File: src/rtl/rbt_pkg.sv
// Shared constants, a result type and a function for the relay bank timer.
`timescale 1ns / 1ps
package rbt_pkg;

    localparam int NUM_RELAYS = 8;
    localparam int TIME_BITS = 16;
    localparam int TW = (TIME_BITS < 16) ? TIME_BITS : 16;
    localparam int IW = (NUM_RELAYS > 1) ? $clog2(NUM_RELAYS) : 1;
    localparam logic [15:0] TIME_MAX = 16'((32'd1 << TW) - 32'd1);

    localparam logic [3:0] OP_ON = 4'd0;
    localparam logic [3:0] OP_ON_PERM = 4'd1;
    localparam logic [3:0] OP_OFF = 4'd2;
    localparam logic [3:0] OP_TOGGLE = 4'd3;
    localparam logic [3:0] OP_PUMP = 4'd4;
    localparam logic [3:0] OP_LIGHT = 4'd5;
    localparam logic [3:0] OP_NUTRIENT = 4'd6;
    localparam logic [3:0] OP_VENT = 4'd7;
    localparam logic [3:0] OP_STATUS = 4'd8;
    localparam logic [3:0] OP_TICK = 4'd9;

    localparam logic [1:0] STAT_OK = 2'd0;
    localparam logic [1:0] STAT_BAD_INDEX = 2'd1;
    localparam logic [1:0] STAT_BAD_OPCODE = 2'd2;

    typedef struct packed {
        logic [TW-1:0] clamped;
        logic          le_one;
        logic [TW-1:0] dec;
    } rbt_time_res_t;

    function automatic logic [15:0] preset_secs(input logic [3:0] op);
        logic [15:0] secs;
        case (op)
            OP_PUMP:     secs = 16'd300;
            OP_LIGHT:    secs = 16'd57600;
            OP_NUTRIENT: secs = 16'd120;
            OP_VENT:     secs = 16'd900;
            default:     secs = 16'd0;
        endcase
        return secs;
    endfunction

endpackage

File: src/rtl/rbt_time_unit.sv
// Shared time unit: clamps a duration and tests and decrements a running timer.
`timescale 1ns / 1ps
module rbt_time_unit
    import rbt_pkg::*;
(
    input  logic [15:0]   value,
    input  logic [15:0]   limit,
    output rbt_time_res_t res
);

    logic [15:0] lim_min;
    logic [15:0] val_min;

    always_comb begin
        lim_min = (limit < TIME_MAX) ? limit : TIME_MAX;
        val_min = (value < lim_min) ? value : lim_min;
        res.clamped = TW'(val_min);
        res.le_one = (value <= 16'd1);
        res.dec = TW'(value - 16'd1);
    end

endmodule

File: src/rtl/relay_bank_timer.sv
// Relay bank with per-relay auto-off timers, sequenced over one shared time unit.
// A command word passes through ST_CMD, then ST_DONE raises m_tvalid; a tick word walks
// every relay timer, one per cycle, in ST_TICK, then ST_DONE raises m_tvalid.
// One word is in work at a time: a new word is taken only in ST_IDLE, and the result
// register lets it enter while the last result waits. Synchronous reset turns all relays
// off, stops all timers, max 65535.
`timescale 1ns / 1ps
module relay_bank_timer
    import rbt_pkg::*;
(
    input  logic        aclk,
    input  logic        aresetn,
    input  logic        cfg_valid,
    output logic        cfg_ready,
    input  logic [15:0] cfg_data,
    input  logic        s_tvalid,
    output logic        s_tready,
    // opcode[3:0], relay_index[7:4], duration_seconds[23:8]
    input  logic [23:0] s_tdata,
    output logic        m_tvalid,
    input  logic        m_tready,
    // status[1:0], relay_on[2], remaining_seconds[18:3], drive_pattern[26:19],
    // expired_mask[34:27], zero fill above
    output logic [39:0] m_tdata
);

    typedef enum logic [1:0] {ST_IDLE, ST_CMD, ST_TICK, ST_DONE} state_t;

    state_t                state_reg;
    logic [15:0]           max_dur_reg;
    logic [3:0]            op_reg;
    logic [3:0]            idx_reg;
    logic [15:0]           dur_reg;
    logic [IW-1:0]         cnt_reg;
    logic [NUM_RELAYS-1:0] on_reg;
    logic [NUM_RELAYS-1:0] act_reg;
    logic [TW-1:0]         tl_reg [NUM_RELAYS];
    logic [NUM_RELAYS-1:0] exp_reg;
    logic [1:0]            res_stat_reg;
    logic                  res_on_reg;
    logic [15:0]           res_rem_reg;
    logic                  m_tvalid_reg;
    logic [39:0]           m_tdata_reg;

    logic [IW-1:0]         rd_idx;
    logic [TW-1:0]         tl_rd;
    logic [15:0]           secs;
    logic [15:0]           unit_val;
    rbt_time_res_t         unit_res;
    logic                  idx_bad;
    logic                  nx_on;
    logic                  nx_act;
    logic [TW-1:0]         nx_tl;
    logic [1:0]            nx_stat;
    logic                  cur_on;
    logic [7:0]            drive;

    assign cfg_ready = 1'b1;
    assign s_tready = (state_reg == ST_IDLE);
    assign m_tvalid = m_tvalid_reg;
    assign m_tdata = m_tdata_reg;

    assign rd_idx = (state_reg == ST_TICK) ? cnt_reg : idx_reg[IW-1:0];
    assign tl_rd = tl_reg[rd_idx];
    assign secs = (op_reg == OP_ON) ? dur_reg : preset_secs(op_reg);
    assign unit_val = (state_reg == ST_TICK) ? 16'(tl_rd) : secs;
    assign idx_bad = (idx_reg >= 4'(NUM_RELAYS));
    assign cur_on = on_reg[rd_idx];
    assign drive = ~(8'(on_reg));

    rbt_time_unit u_time (
        .value (unit_val),
        .limit (max_dur_reg),
        .res   (unit_res)
    );

    always_comb begin
        nx_on = cur_on;
        nx_act = act_reg[rd_idx];
        nx_tl = tl_rd;
        nx_stat = STAT_OK;
        case (op_reg)
            OP_ON, OP_PUMP, OP_LIGHT, OP_NUTRIENT, OP_VENT: begin
                nx_on = 1'b1;
                nx_act = (secs != 16'd0);
                nx_tl = (secs != 16'd0) ? unit_res.clamped : '0;
            end
            OP_ON_PERM: begin
                nx_on = 1'b1;
                nx_act = 1'b0;
                nx_tl = '0;
            end
            OP_OFF: begin
                nx_on = 1'b0;
                nx_act = 1'b0;
                nx_tl = '0;
            end
            OP_TOGGLE: begin
                nx_on = ~cur_on;
                nx_act = 1'b0;
                nx_tl = '0;
            end
            OP_STATUS: begin
                nx_stat = STAT_OK;
            end
            default: begin
                nx_stat = STAT_BAD_OPCODE;
            end
        endcase
    end

    always_ff @(posedge aclk) begin
        if (!aresetn) begin
            state_reg <= ST_IDLE;
            max_dur_reg <= 16'hFFFF;
            on_reg <= '0;
            act_reg <= '0;
            m_tvalid_reg <= 1'b0;
        end else begin
            if (cfg_valid) begin
                max_dur_reg <= cfg_data;
            end
            if (m_tvalid_reg && m_tready && (state_reg != ST_DONE)) begin
                m_tvalid_reg <= 1'b0;
            end
            case (state_reg)
                ST_IDLE: begin
                    if (s_tvalid) begin
                        op_reg <= s_tdata[3:0];
                        idx_reg <= s_tdata[7:4];
                        dur_reg <= s_tdata[23:8];
                        cnt_reg <= '0;
                        exp_reg <= '0;
                        state_reg <= (s_tdata[3:0] == OP_TICK) ? ST_TICK : ST_CMD;
                    end
                end
                ST_CMD: begin
                    if (idx_bad) begin
                        res_stat_reg <= STAT_BAD_INDEX;
                        res_on_reg <= 1'b0;
                        res_rem_reg <= 16'd0;
                    end else begin
                        on_reg[rd_idx] <= nx_on;
                        act_reg[rd_idx] <= nx_act;
                        tl_reg[rd_idx] <= nx_tl;
                        res_stat_reg <= nx_stat;
                        res_on_reg <= nx_on;
                        res_rem_reg <= nx_act ? 16'(nx_tl) : 16'd0;
                    end
                    state_reg <= ST_DONE;
                end
                ST_TICK: begin
                    if (act_reg[rd_idx] && cur_on) begin
                        if (unit_res.le_one) begin
                            on_reg[rd_idx] <= 1'b0;
                            act_reg[rd_idx] <= 1'b0;
                            tl_reg[rd_idx] <= '0;
                            exp_reg[rd_idx] <= 1'b1;
                        end else begin
                            tl_reg[rd_idx] <= unit_res.dec;
                        end
                    end
                    res_stat_reg <= STAT_OK;
                    res_on_reg <= 1'b0;
                    res_rem_reg <= 16'd0;
                    if (cnt_reg == IW'(NUM_RELAYS - 1)) begin
                        state_reg <= ST_DONE;
                    end else begin
                        cnt_reg <= cnt_reg + IW'(1);
                    end
                end
                ST_DONE: begin
                    if (!m_tvalid_reg || m_tready) begin
                        m_tvalid_reg <= 1'b1;
                        m_tdata_reg <= {5'd0, 8'(exp_reg), drive, res_rem_reg,
                                        res_on_reg, res_stat_reg};
                        state_reg <= ST_IDLE;
                    end
                end
                default: begin
                    state_reg <= ST_IDLE;
                end
            endcase
        end
    end

endmodule

File: config.mk
export PLATFORM = sky130hd
export DESIGN_NAME = relay_bank_timer
export DESIGN_NICKNAME = d
export VERILOG_FILES = /design/src/rtl/rbt_pkg.sv /design/src/rtl/rbt_time_unit.sv /design/src/rtl/relay_bank_timer.sv
export SDC_FILE = /design/constraint.sdc
export NUM_CORES = 1
export LEC_CHECK = 0
export BUFFER_PORTS_ARGS = -buffer_cell sky130_fd_sc_hd__buf_4
export CAP_MARGIN = 0
export CORE_MARGIN = 2
export CORE_UTILIZATION = 58
export DETAILED_ROUTE_END_ITERATION = 10
export PLACE_DENSITY = 0.77
export SYNTH_ARGS = -nofsm -noshare
export SYNTH_HDL_FRONTEND = slang
export SYNTH_SLANG_ARGS = --single-unit
File: constraint.sdc
create_clock -name aclk -period 6 [get_ports aclk]
set_input_delay 0.6 -clock aclk [delete_from_list [all_inputs] [get_ports aclk]]
set_output_delay 0.6 -clock aclk [all_outputs]
set_load 0.05 [all_outputs]
-- After elaboration in Yosys (flattened, before gate mapping)
Memory sizes are Yosys's and may differ from the RTL's.
Cells that the tools add are included.
- shift-type cells: 0
- bitwise operators: 8
- reduce and logical (&&, ||, !) cells: 22
- magnitude comparators: 6
- multipliers: 0
- multiplexer cells: 65
- divide/modulo/power cells: 0
- eq/ne operators: 21
- add/subtract/negate cells: 2
- operator list (cell ; number):
    $mux W16 ; 9
    $mux W8 ; 9
    $pmux W16 S2 ; 2
    $pmux W16 S4 ; 1
    $pmux W8 S2 ; 3
    $mux W1 ; 21
    $and A8 B8 Y8 ; 2
    $bwmux W8 ; 2
    $eq A4 B3 Y1 const B ; 4
    $le A16 B1 Y1 const B ; 1
    $lt A16 B16 Y1 ; 1
    $lt A16 B16 Y1 const B ; 1
    $not A8 Y8 ; 2
    $reduce_bool A16 Y1 ; 1
    $sub A16 B1 Y16 const B ; 1
    $mux W2 ; 6
    $ne A2 B2 Y1 const B ; 5
    $mux W3 ; 3
    $reduce_and A3 Y1 ; 3
    $reduce_or A9 Y1 ; 1
    $eq A4 B2 Y1 const B ; 2
    $eq A4 B4 Y1 const B ; 2
    $or A8 B8 Y8 ; 1
    $pmux W2 S4 ; 1
    29 further kinds ; 40
- bits in registers: 124
- bits in latches: 0
- memory bits (writable): 128
- memory bits (read-only): 0
- memories kept: 1
- output and inout bits: 43
- input bits: 45
- memory list (memory ; words ; bits a word ; rd ports ; clocked after Yosys merged registers in ; wr ports ; RTL line ; text):
    tl_reg ; 8 ; 16 ; 1 ; 0 ; 1 ; relay_bank_timer.sv:37 ; logic [TW-1:0] tl_reg [NUM_RELAYS];

-- Longest topological paths before layout
Gate-level depths: netlist of the first run.
- word-level depth: 12
- mapped depth: 24
- gate-level depth less buffers: 17

-- Hierarchy
From an unflattened synthesis of the first run, not the netlist that was laid out.
- cell total of the unflattened synthesis: 886
- area, all modules: 11531.1 um^2
- by module, submodules not included (module ; times used ; area each (um^2) ; sequential area each (um^2) ; cells each):
    relay_bank_timer ; 1 ; 10600.2 ; 7216.9 ; 775
    rbt_time_unit ; 1 ; 930.9 ; 0.0 ; 111

-- Least setup slack after synthesis of the first run
Ideal clock, no wire load.
- path type: register -> register
- from: reg state_reg[0]
- to: mem tl_reg[0][8] in the netlist's numbering (data pin)
- arrival: 4.406 ns
- path slack: 1.274 ns
- path buffers: 4
- clock period less this slack: 4.726 ns
- stages on the path, launching flop included: 22
- cell sequence: dfxtp_1 -> inv_1 -> ha_1 -> buf_6 -> mux2_4 -> buf_6 -> nand2_1 -> o221ai_1 -> a221o_1 -> o21ai_1 -> ha_1 -> a21o_1 -> a21o_1 -> a21o_1 -> a21oi_1 -> o211ai_1 -> nor3_1 -> buf_2 -> buf_2 -> mux2i_1 -> o22a_1 -> o21ai_0
- cells in the longest elaborated chain, start to end: 12
- elaborated cells between the ends (all ways): 27
- classes of those cells: add/sub: 1; order compare: 2; eq/ne: 1; mux: 21; reduce/logical: 1; memory: 1
- RTL lines (item ; RTL line ; text):
    start, declared ; relay_bank_timer.sv:29 ; state_t state_reg;
    start signal, assigned ; relay_bank_timer.sv:134 ; state_reg <= (s_tdata[3:0] == OP_TICK) ? ST_TICK : ST_CMD;
    $eq A2 B2 Y1 * ; relay_bank_timer.sv:63, relay_bank_timer.sv:66, relay_bank_timer.sv:126 ;
    $mux W3 ; relay_bank_timer.sv:63 ; assign rd_idx = (state_reg == ST_TICK) ? cnt_reg : idx_reg[IW-1:0];
    $mem_v2 Z8 W16 ; n/a ;
    $mux W16 ; relay_bank_timer.sv:66 ; assign unit_val = (state_reg == ST_TICK) ? 16'(tl_rd) : secs;
    $le A16 B1 Y1 ; rbt_time_unit.sv:18 ; res.le_one = (value <= 16'd1);
    $mux W1 ; relay_bank_timer.sv:154 ; if (unit_res.le_one) begin
    $mux W1 ; relay_bank_timer.sv:153 ; if (act_reg[rd_idx] && cur_on) begin
    $mux W1 ; relay_bank_timer.sv:126 ; case (state_reg)
    $mux W1 ; relay_bank_timer.sv:113 ; if (!aresetn) begin
    $mux W1 (implied by the code) ; relay_bank_timer.sv:157 ; tl_reg[rd_idx] <= '0;
    $mux W16 (no line) ; n/a ;
    $mux W16 (no line) * ; n/a ;
    end, declared ; relay_bank_timer.sv:37 ;
Every way passes the cells marked *; elsewhere a longest branch is shown, timed or not. The select of a mux whose other input is x is not followed.

-- Worst setup path after layout of the first run
- from: reg state_reg[0]
- to: mem tl_reg[7][9] in the netlist's numbering (data pin)
Same word-level chain as after synthesis.

==> results of run 1 <==
[area by class of cell]
type,count,share of cell area
tap,265,0.0245
timing repair buffer,144,0.0800
clock buffer,26,0.0466
multi-input combinational,566,0.288
sequential,252,0.534
inverter,35,0.00972
clock inverter,19,0.0171
[stage by stage]
step | power (uW) | utilization | setup WS [ps]
after floorplan | 3860 | - | 1270
after global placement | 4640 | 0.652 | 246
after detailed placement | 4670 | 0.652 | 119
after CTS | 6300 | 0.696 | 39.3
after global routing | 6590 | 0.696 | 142
final | 6360 | 0.696 | 444
[cell usage after synthesis, drive strengths merged, types with 8 or more instances]
master,count
edfxtp,217
nand2,77
nor2,73
mux2i,41
a21oi,37
o21ai,37
dfxtp,35
inv,35
o22ai,29
buf,28
o211ai,25
ha,23
nand3,23
clkbuf,22
nor3,21
o221ai,17
mux2,12
o22a,11
o221a,10
a31oi,9
and2,9
nor4,9
a21o,8
or2,8
[worst max path at each step]
stage	end	startpoint
CTS	tl_reg[2][8]	state_reg[0]
global route	tl_reg[7][2]	state_reg[0]
detailed placement	tl_reg[1][8]	state_reg[0]
global placement	tl_reg[1][9]	state_reg[0]
finish	tl_reg[7][9]	state_reg[0]
floorplan	tl_reg[0][8]	state_reg[0]
[worst max-delay path, cell delays in order, from the launching register on]
cell,delay (ps)
dfxtp_1,330
inv_1,130
ha_2,420
mux2_4,450
mux2_2,260
o221ai_1,110
a221o_1,430
o21ai_1,270
ha_1,300
a21o_1,160
a21o_1,170
a21o_1,170
a21oi_1,140
o211ai_1,140
nor3_4,630
buf_4,270
mux2i_1,310
o22a_1,170
o21ai_0,300
[logic make-up after synthesis]
logic type	share of synthesized area
fa+ha+maj	0.0251
mux	0.0618
xor+xnor	0.00917
simple gates	0.107
compound gates	0.130
buf+inv	0.0362
other cells	0.000655
flops	0.630
[where the power goes]
part | switching [uW] | leakage, uW | internal, uW
sequential | 84.1 | 0.00225 | 2290
combinational | 1530 | 0.00240 | 824
clock | 654 | 0.000420 | 980
[cells in the final DEF, fill, tap and decap left out, types with 5 or more instances in the layout]
| cell | n |
|---|---|
| o22a_1 | 11 |
| o21ai_1 | 10 |
| nor2_1 | 70 |
| and2_1 | 9 |
| o211ai_1 | 25 |
| o221ai_1 | 17 |
| nor4_1 | 7 |
| xnor2_1 | 5 |
| clkbuf_16 | 25 |
| xor2_1 | 7 |
| mux2_2 | 9 |
| o221a_1 | 8 |
| nand4_1 | 5 |
| a21oi_1 | 37 |
| nor3_1 | 15 |
| mux2i_1 | 37 |
| buf_4 | 144 |
| bufinv_16 | 5 |
| inv_1 | 35 |
| mux4_2 | 6 |
| conb_1 | 6 |
| a31oi_1 | 9 |
| or2_2 | 8 |
| a21o_1 | 8 |
| nand3_1 | 23 |
| o22ai_1 | 29 |
| dfxtp_1 | 35 |
| ha_1 | 22 |
| o21ai_0 | 27 |
| edfxtp_1 | 217 |
| nand2_1 | 77 |
| clkinv_2 | 5 |
| and3_1 | 7 |
[per-layer routing]
metal,GRT usage,routed length [microns]
met1,0.397,11900
met2,0.434,13400
met3,0.0801,3420
met4,0.0904,1030
met5,0,0
[timing repair]
action / CTS / global route
resized for setup: 0 / 2
buffers inserted: 0 / 0
hold endpoints to repair: 0 / 0
setup endpoints to repair: 0 / 112
==> flow_summary_export.csv, run 1 <==
group,metric,value,unit
floorplan,die-area,0.0209,sq mm
synth,netlist.area_leader.share,0.569,
finish,finalNetCount,1092,
synth,synth_area_per_cell,12.7,sq um
setup_path,r2r_start,"state_reg[0]",
finish,antennaDiodeCount,0,
place,dpl.hpwl,21.0,mm
setup_path,worstSetupEndpointType,"register",
place,place_inst,1262,
synth,ys_warn_count,0,
grt,grt_pass1_wl,44.0,mm
setup_path,reg2reg_setup_slack,440,ps
timing,skew,23.0,ps
synth,synth_area_leaders,"edfxtp_1 (57%), dfxtp_1 (6.1%), mux2i_1 (3.4%)",
place,dpl_cell_area,0.0126,sq mm
min_path,hp-class,"input pin to register",
grt,first_global_vias,7519,
timing,setup_tns,0,ps
floorplan,die_h,145,microns
finish,multi_input_area,0.00389,sq mm
min_path,holdPathStages,1,
clock_network,cts_hold_buffers,0,
route,viasPerCell,6.28,
timing,hold_viol,0,
clock_network,clk_pin_slew,70,ps
synth,yosysUniqueCellTypes,68,
place,routabilityCongestion,1.07,
synth,synth_ff_type,"edfxtp_1",
min_path,hp-start,"s_tdata[8]",
place,port_buffers,81,
grt,grt_usage,0.284,
grt,overflow,0,
finish,instances_no_fill,1307,
route,drc_errors,0,
power,p_per_area,471,mW/mm^2
outcome,status,"finished clean",
setup_path,worst-r2r-cell-count,18,
timing,worst_pin_slew,1160,ps
route,drt_iter0_markers,1078,
clock_network,cts_tree,"built",
route,ant_nets,0,
timing,rsz0062_at_grt,"false",
route,wl_per_cell,22.8,microns
timing,min_period,5560,ps
power,leakage,0.00507,uW
floorplan,initial_core_util,0.591,
finish,seqCellArea,0.00722,sq mm
synth,postSynth.asyncResetShare,0,
clock_network,cts.sinks,252,
route,wl,29.8,mm
power,ir_drop,0.367,mV
finish,n_fill_cell,1386,
clock_network,cts_made_buffers,25,
timing,fin_crit_sh,0.926,
route,dr.pass1.iters,6,
setup_path,cp_max_fo,15,
synth,synth_top_area_cell,"edfxtp_1",
setup_path,r2r_end,"tl_reg[7][9]",
floorplan,num_rows,51,
timing,worst_hold_slack,238,ps
setup_path,critical_path_class,"register to register",
synth,yosysSeqAreaShare,0.630,
finish,post_route_cells_drive_above_1_share,0.224,
timing,slew_headroom,0.229,
clock_network,ctsRootBufferMaster,"clkbuf_16",
min_path,hold_path_end,"dur_reg[0]",
synth,synth-seq-cells,252,
clock_network,ctsLongestPathBuffers,3,
synth,synth_area,0.0115,sq mm
setup_path,crit_required,6140,ps
grt,antenna_found_initial,0,
finish,area_delta_synth_final,17.9,%
clock_network,clkLatencyLatePin,530,ps
setup_path,startpoint_type,"register",
floorplan,fp.coreArea,0.0194,sq mm
clock_network,htree_levels,1,
finish,largest_reg_flops,128,
grt,grt_max_degree,46,
timing,fmax,180,MHz
floorplan,fp.dieW,145,microns
setup_path,crit_arrival,5700,ps
synth,synth-edff-count,217,
route,vias,8204,
synth,synth_cells,899,
floorplan,ios,88,
finish,finalInstanceArea,0.0135,sq mm
timing,setup_viol,0,
flow_run,drv_cap,0,
timing,slew_violations,0,
Power figures use the tool's default switching activity.
==> run 2, diff against run 1 <==
--- a/config.mk
+++ b/config.mk
@@ -7,7 +7,7 @@
 export LEC_CHECK = 0
 export BUFFER_PORTS_ARGS = -buffer_cell sky130_fd_sc_hd__buf_4
 export CAP_MARGIN = 0
-export CORE_MARGIN = 2
+export CORE_MARGIN = 3
 export CORE_UTILIZATION = 58
 export DETAILED_ROUTE_END_ITERATION = 10
 export PLACE_DENSITY = 0.77
==> flow_summary_export.csv, run 2 (same netlist as run 1, synthesis figures left out) <==
group,metric,value,unit
power,ir_drop,0.313,mV
setup_path,reg2reg_setup_slack,260,ps
timing,slew_violations,0,
timing,fin_crit_sh,0.957,
finish,largest_reg_flops,128,
floorplan,num_rows,50,
timing,slew_headroom,0.226,
clock_network,ctsRootBufferMaster,"clkbuf_16",
route,vias,8341,
grt,grt_pass1_wl,46.7,mm
floorplan,ios,88,
timing,fmax,174,MHz
place,port_buffers,81,
place,routabilityCongestion,0.971,
clock_network,ctsLongestPathBuffers,3,
route,drt_iter0_markers,1081,
finish,post_route_cells_drive_above_1_share,0.215,
timing,worst_hold_slack,251,ps
grt,grt_max_degree,46,
power,leakage,0.00504,uW
route,wl,30.7,mm
power,p_per_area,473,mW/mm^2
route,viasPerCell,6.45,
finish,layout_common_cells,"edfxtp_1 (217), buf_4 (131), nand2_1 (77)",
clock_network,cts_tree,"built",
clock_network,cts.sinks,252,
timing,skew,24.7,ps
floorplan,die_h,147,microns
min_path,hp-class,"input pin to register",
clock_network,clk_pin_slew,70,ps
finish,instances_no_fill,1294,
floorplan,initial_core_util,0.601,
power,p_total,6370,uW
clock_network,clkLatencyLatePin,530,ps
floorplan,die-area,0.0215,sq mm
route,ant_nets,0,
route,drc_errors,0,
route,dr.pass1.iters,6,
clock_network,cts_made_buffers,26,
setup_path,crit_arrival,5900,ps
place,place_inst,1245,
setup_path,worstSetupEndpointType,"register",
place,dpl.hpwl,21.5,mm
timing,min_period,5740,ps
timing,worst_pin_slew,1160,ps
route,wl_per_cell,23.7,microns
setup_path,crit_required,6160,ps
timing,setup_slack,259,ps
setup_path,cp_max_fo,26,
grt,grt_usage,0.281,
clock_network,htree_levels,1,
finish,area_delta_synth_final,17.6,%
grt,first_global_vias,7884,
setup_path,critical_path_class,"register to register",
place,pre_cts_slack,283,ps
setup_path,startpoint_type,"register",
finish,final_common_cell,"edfxtp_1",
clock_network,cts_hold_buffers,0,
timing,setup_viol,0,
grt,overflow,0,
flow_run,drv_cap,0,
floorplan,fp.dieW,147,microns
finish,finalNetCount,1081,
floorplan,fp.coreArea,0.0191,sq mm
grt,antenna_found_initial,2,
timing,setup_tns,0,ps
outcome,status,"finished clean",
timing,hold_viol,0,
[run 2: routing by layer]
| metal | global-route usage | up-vias | share of wire |
|---|---|---|---|
| li1 | - | 3672 | - |
| met1 | 0.394 | 4060 | 0.39 |
| met2 | 0.452 | 528 | 0.47 |
| met3 | 0.0546 | 79 | 0.10 |
| met4 | 0.0818 | 2 | 0.029 |
| met5 | 0 | - | 0.00042 |
[run 2: what timing repair did]
item	4_1_cts	5_1_grt
resized for setup	0	1
setup buffers	0	0
setup endpoints to repair	0	24
[run 2: where the power goes]
group	internal, uW	switching, uW	total (uW)
Sequential	2280	85.6	2370
Clock	1030	659	1690
Combinational	791	1520	2310
Total	4110	2260	6370
[run 2: area by class of cell]
type                            instances  area, sq um
Multi-Input combinational cell        566         3890
Timing Repair Buffer                  132         1000
Antenna cell                            1         2.50
Tap cell                              260          325
Clock inverter                         14          183
Sequential cell                       252         7220
Inverter                               35          131
Clock buffer                           34          732
Fill cell                            1319         5600
[run 2: through the flow]
step	util	instance area [sq um]
3_3_place_gp	0.658	12600
4_1_cts	0.706	13500
5_1_grt	0.706	13500
3_5_place_dp	0.658	12600
6_report	0.706	13500
2_1_floorplan	-	11500
[run 2: worst max-delay path, cell delays in order (launching register included)]
cell	delay (ps)
dfxtp_1	320
inv_1	130
ha_1	490
mux2_4	520
mux4_2	550
mux2i_1	510
mux2i_1	280
ha_1	370
nand3_1	120
nor3_1	360
o21ai_0	160
nor4_1	420
nor3_4	180
buf_4	210
mux2i_1	250
o22a_1	200
o21ai_0	270
[run 2: worst paths after layout]
path                   from           end  depth (start not counted)
max            state_reg[0]  tl_reg[1][5]                         16
min              s_tdata[4]    idx_reg[0]                          1
max reg2reg    state_reg[0]  tl_reg[1][5]                         16
min reg2reg  res_rem_reg[1]    m_tdata[4]                          0
==> run 3, diff against run 2 <==
--- a/config.mk
+++ b/config.mk
@@ -8,9 +8,9 @@
 export BUFFER_PORTS_ARGS = -buffer_cell sky130_fd_sc_hd__buf_4
 export CAP_MARGIN = 0
 export CORE_MARGIN = 3
-export CORE_UTILIZATION = 58
+export CORE_UTILIZATION = 60
 export DETAILED_ROUTE_END_ITERATION = 10
-export PLACE_DENSITY = 0.77
+export PLACE_DENSITY = 0.8
 export SYNTH_ARGS = -nofsm -noshare
 export SYNTH_HDL_FRONTEND = slang
 export SYNTH_SLANG_ARGS = --single-unit
==> flow_summary_export.csv, run 3 (same netlist as run 1, synthesis figures left out) <==
group,metric,value,unit
route,ant_nets,0,
route,drt_iter0_markers,1128,
flow_run,drv_cap,0,
timing,hold_viol,0,
clock_network,ctsLongestPathBuffers,3,
timing,setup_viol,0,
finish,final_common_cell,"edfxtp_1",
clock_network,cts_hold_buffers,0,
clock_network,cts_setup_buffers,0,
grt,overflow,0,
timing,slew_violations,0,
floorplan,fp.dieW,144,microns
place,routabilityCongestion,0.972,
power,ir_drop,0.308,mV
grt,grt_usage,0.291,
finish,area_delta_synth_final,17.3,%
floorplan,die_h,144,microns
route,dr.pass1.iters,6,
setup_path,cp_max_fo,29,
grt,antenna_found_initial,0,
outcome,status,"finished clean",
finish,antennaDiodeCount,0,
floorplan,num_rows,49,
setup_path,worstSetupEndpointType,"register",
clock_network,cts.sinks,252,
grt,grt_pass1_wl,45.5,mm
timing,worst_pin_slew,1170,ps
setup_path,startpoint_type,"register",
finish,finalNetCount,1089,
route,viasPerCell,6.64,
floorplan,fp.coreArea,0.0183,sq mm
place,dpl.hpwl,21.4,mm
clock_network,cts_made_buffers,26,
timing,slew_headroom,0.217,
floorplan,initial_core_util,0.625,
timing,fin_crit_sh,0.930,
timing,setup_slack,420,ps
place,pre_cts_slack,93.5,ps
place,port_buffers,81,
route,wl,30.5,mm
floorplan,ios,88,
clock_network,ctsRootBufferMaster,"clkbuf_16",
clock_network,clk_pin_slew,70,ps
finish,largest_reg_flops,128,
finish,post_route_cells_drive_above_1_share,0.220,
setup_path,crit_arrival,5720,ps
finish,fin_util,0.733,
clock_network,cts_tree,"built",
power,leakage,0.00504,uW
timing,setup_tns,0,ps
clock_network,htree_levels,1,
setup_path,critical_path_class,"register to register",
timing,rsz0062_at_grt,"false",
grt,grt_max_degree,46,
timing,min_period,5580,ps
route,wl_per_cell,24.0,microns
power,p_per_area,471,mW/mm^2
grt,first_global_vias,7771,
route,vias,8434,
clock_network,clkLatencyLatePin,530,ps
floorplan,die-area,0.0208,sq mm
finish,layout_common_cells,"edfxtp_1 (217), buf_4 (139), nand2_1 (77)",
min_path,hp-class,"input pin to register",
timing,skew,12.0,ps
setup_path,crit_required,6140,ps
timing,fmax,179,MHz
route,drc_errors,0,
[run 3: area by class of cell]
cell class              count  area, sq um
fillers                  1212         4890
multi-input cells         566         3890
clock buffers              33          698
inverters                  35          131
flip-flops and latches    252         7220
repair buffers            140         1060
well taps                 229          287
clock inverters            15          156
[run 3: path summary, 6_finish.rpt]
kind	start	end	slack, ps	depth (start not counted)
hold reg to reg	res_rem_reg[3]	m_tdata[6]	420	0
setup reg to reg	state_reg[0]	tl_reg[6][11]	420	17
hold / removal	s_tdata[8]	dur_reg[0]	240	1
setup / recovery	state_reg[0]	tl_reg[6][11]	420	17
[run 3: metrics by stage]
step	power [uW]	hold slack [ps]	cell area, sq um	instances
final	6330	244	13400	1270
after global routing	6560	233	13400	1270
after CTS	6280	230	13400	1270
after detailed placement	4680	405	12600	1222
after global placement	4630	403	12600	1222
after floorplan	3860	400	11500	903
[run 3: where the power goes]
group | internal [uW] | total, uW | switching [uW]
Clock | 952 | 1590 | 643
Sequential | 2280 | 2370 | 88.5
Combinational | 826 | 2360 | 1530
Total | 4060 | 6330 | 2270
[run 3: critical path, cell delays in order, from the launching register on]
cell	delay, ps
dfxtp_1	330
inv_1	120
ha_2	390
mux2_4	500
mux4_2	560
mux2i_1	460
o21ai_0	200
ha_1	330
and3_1	150
nand3_1	110
nor3_1	320
o21ai_0	140
nor4_1	420
nor3_4	190
buf_4	240
mux2i_1	230
o22a_1	160
o21ai_0	310
[run 3: timing repair]
action | CTS | global route
gates resized for setup | 0 | 2
hold endpoints to repair | 0 | 0
endpoints found under the setup margin | 0 | 72
[run 3: layer usage]
layer  wire, microns  track usage  share of wire
met1           11800        0.416           0.39
met2           13900        0.462           0.46
met3            3410       0.0450           0.11
met4            1390        0.103          0.045
met5               0            0              0
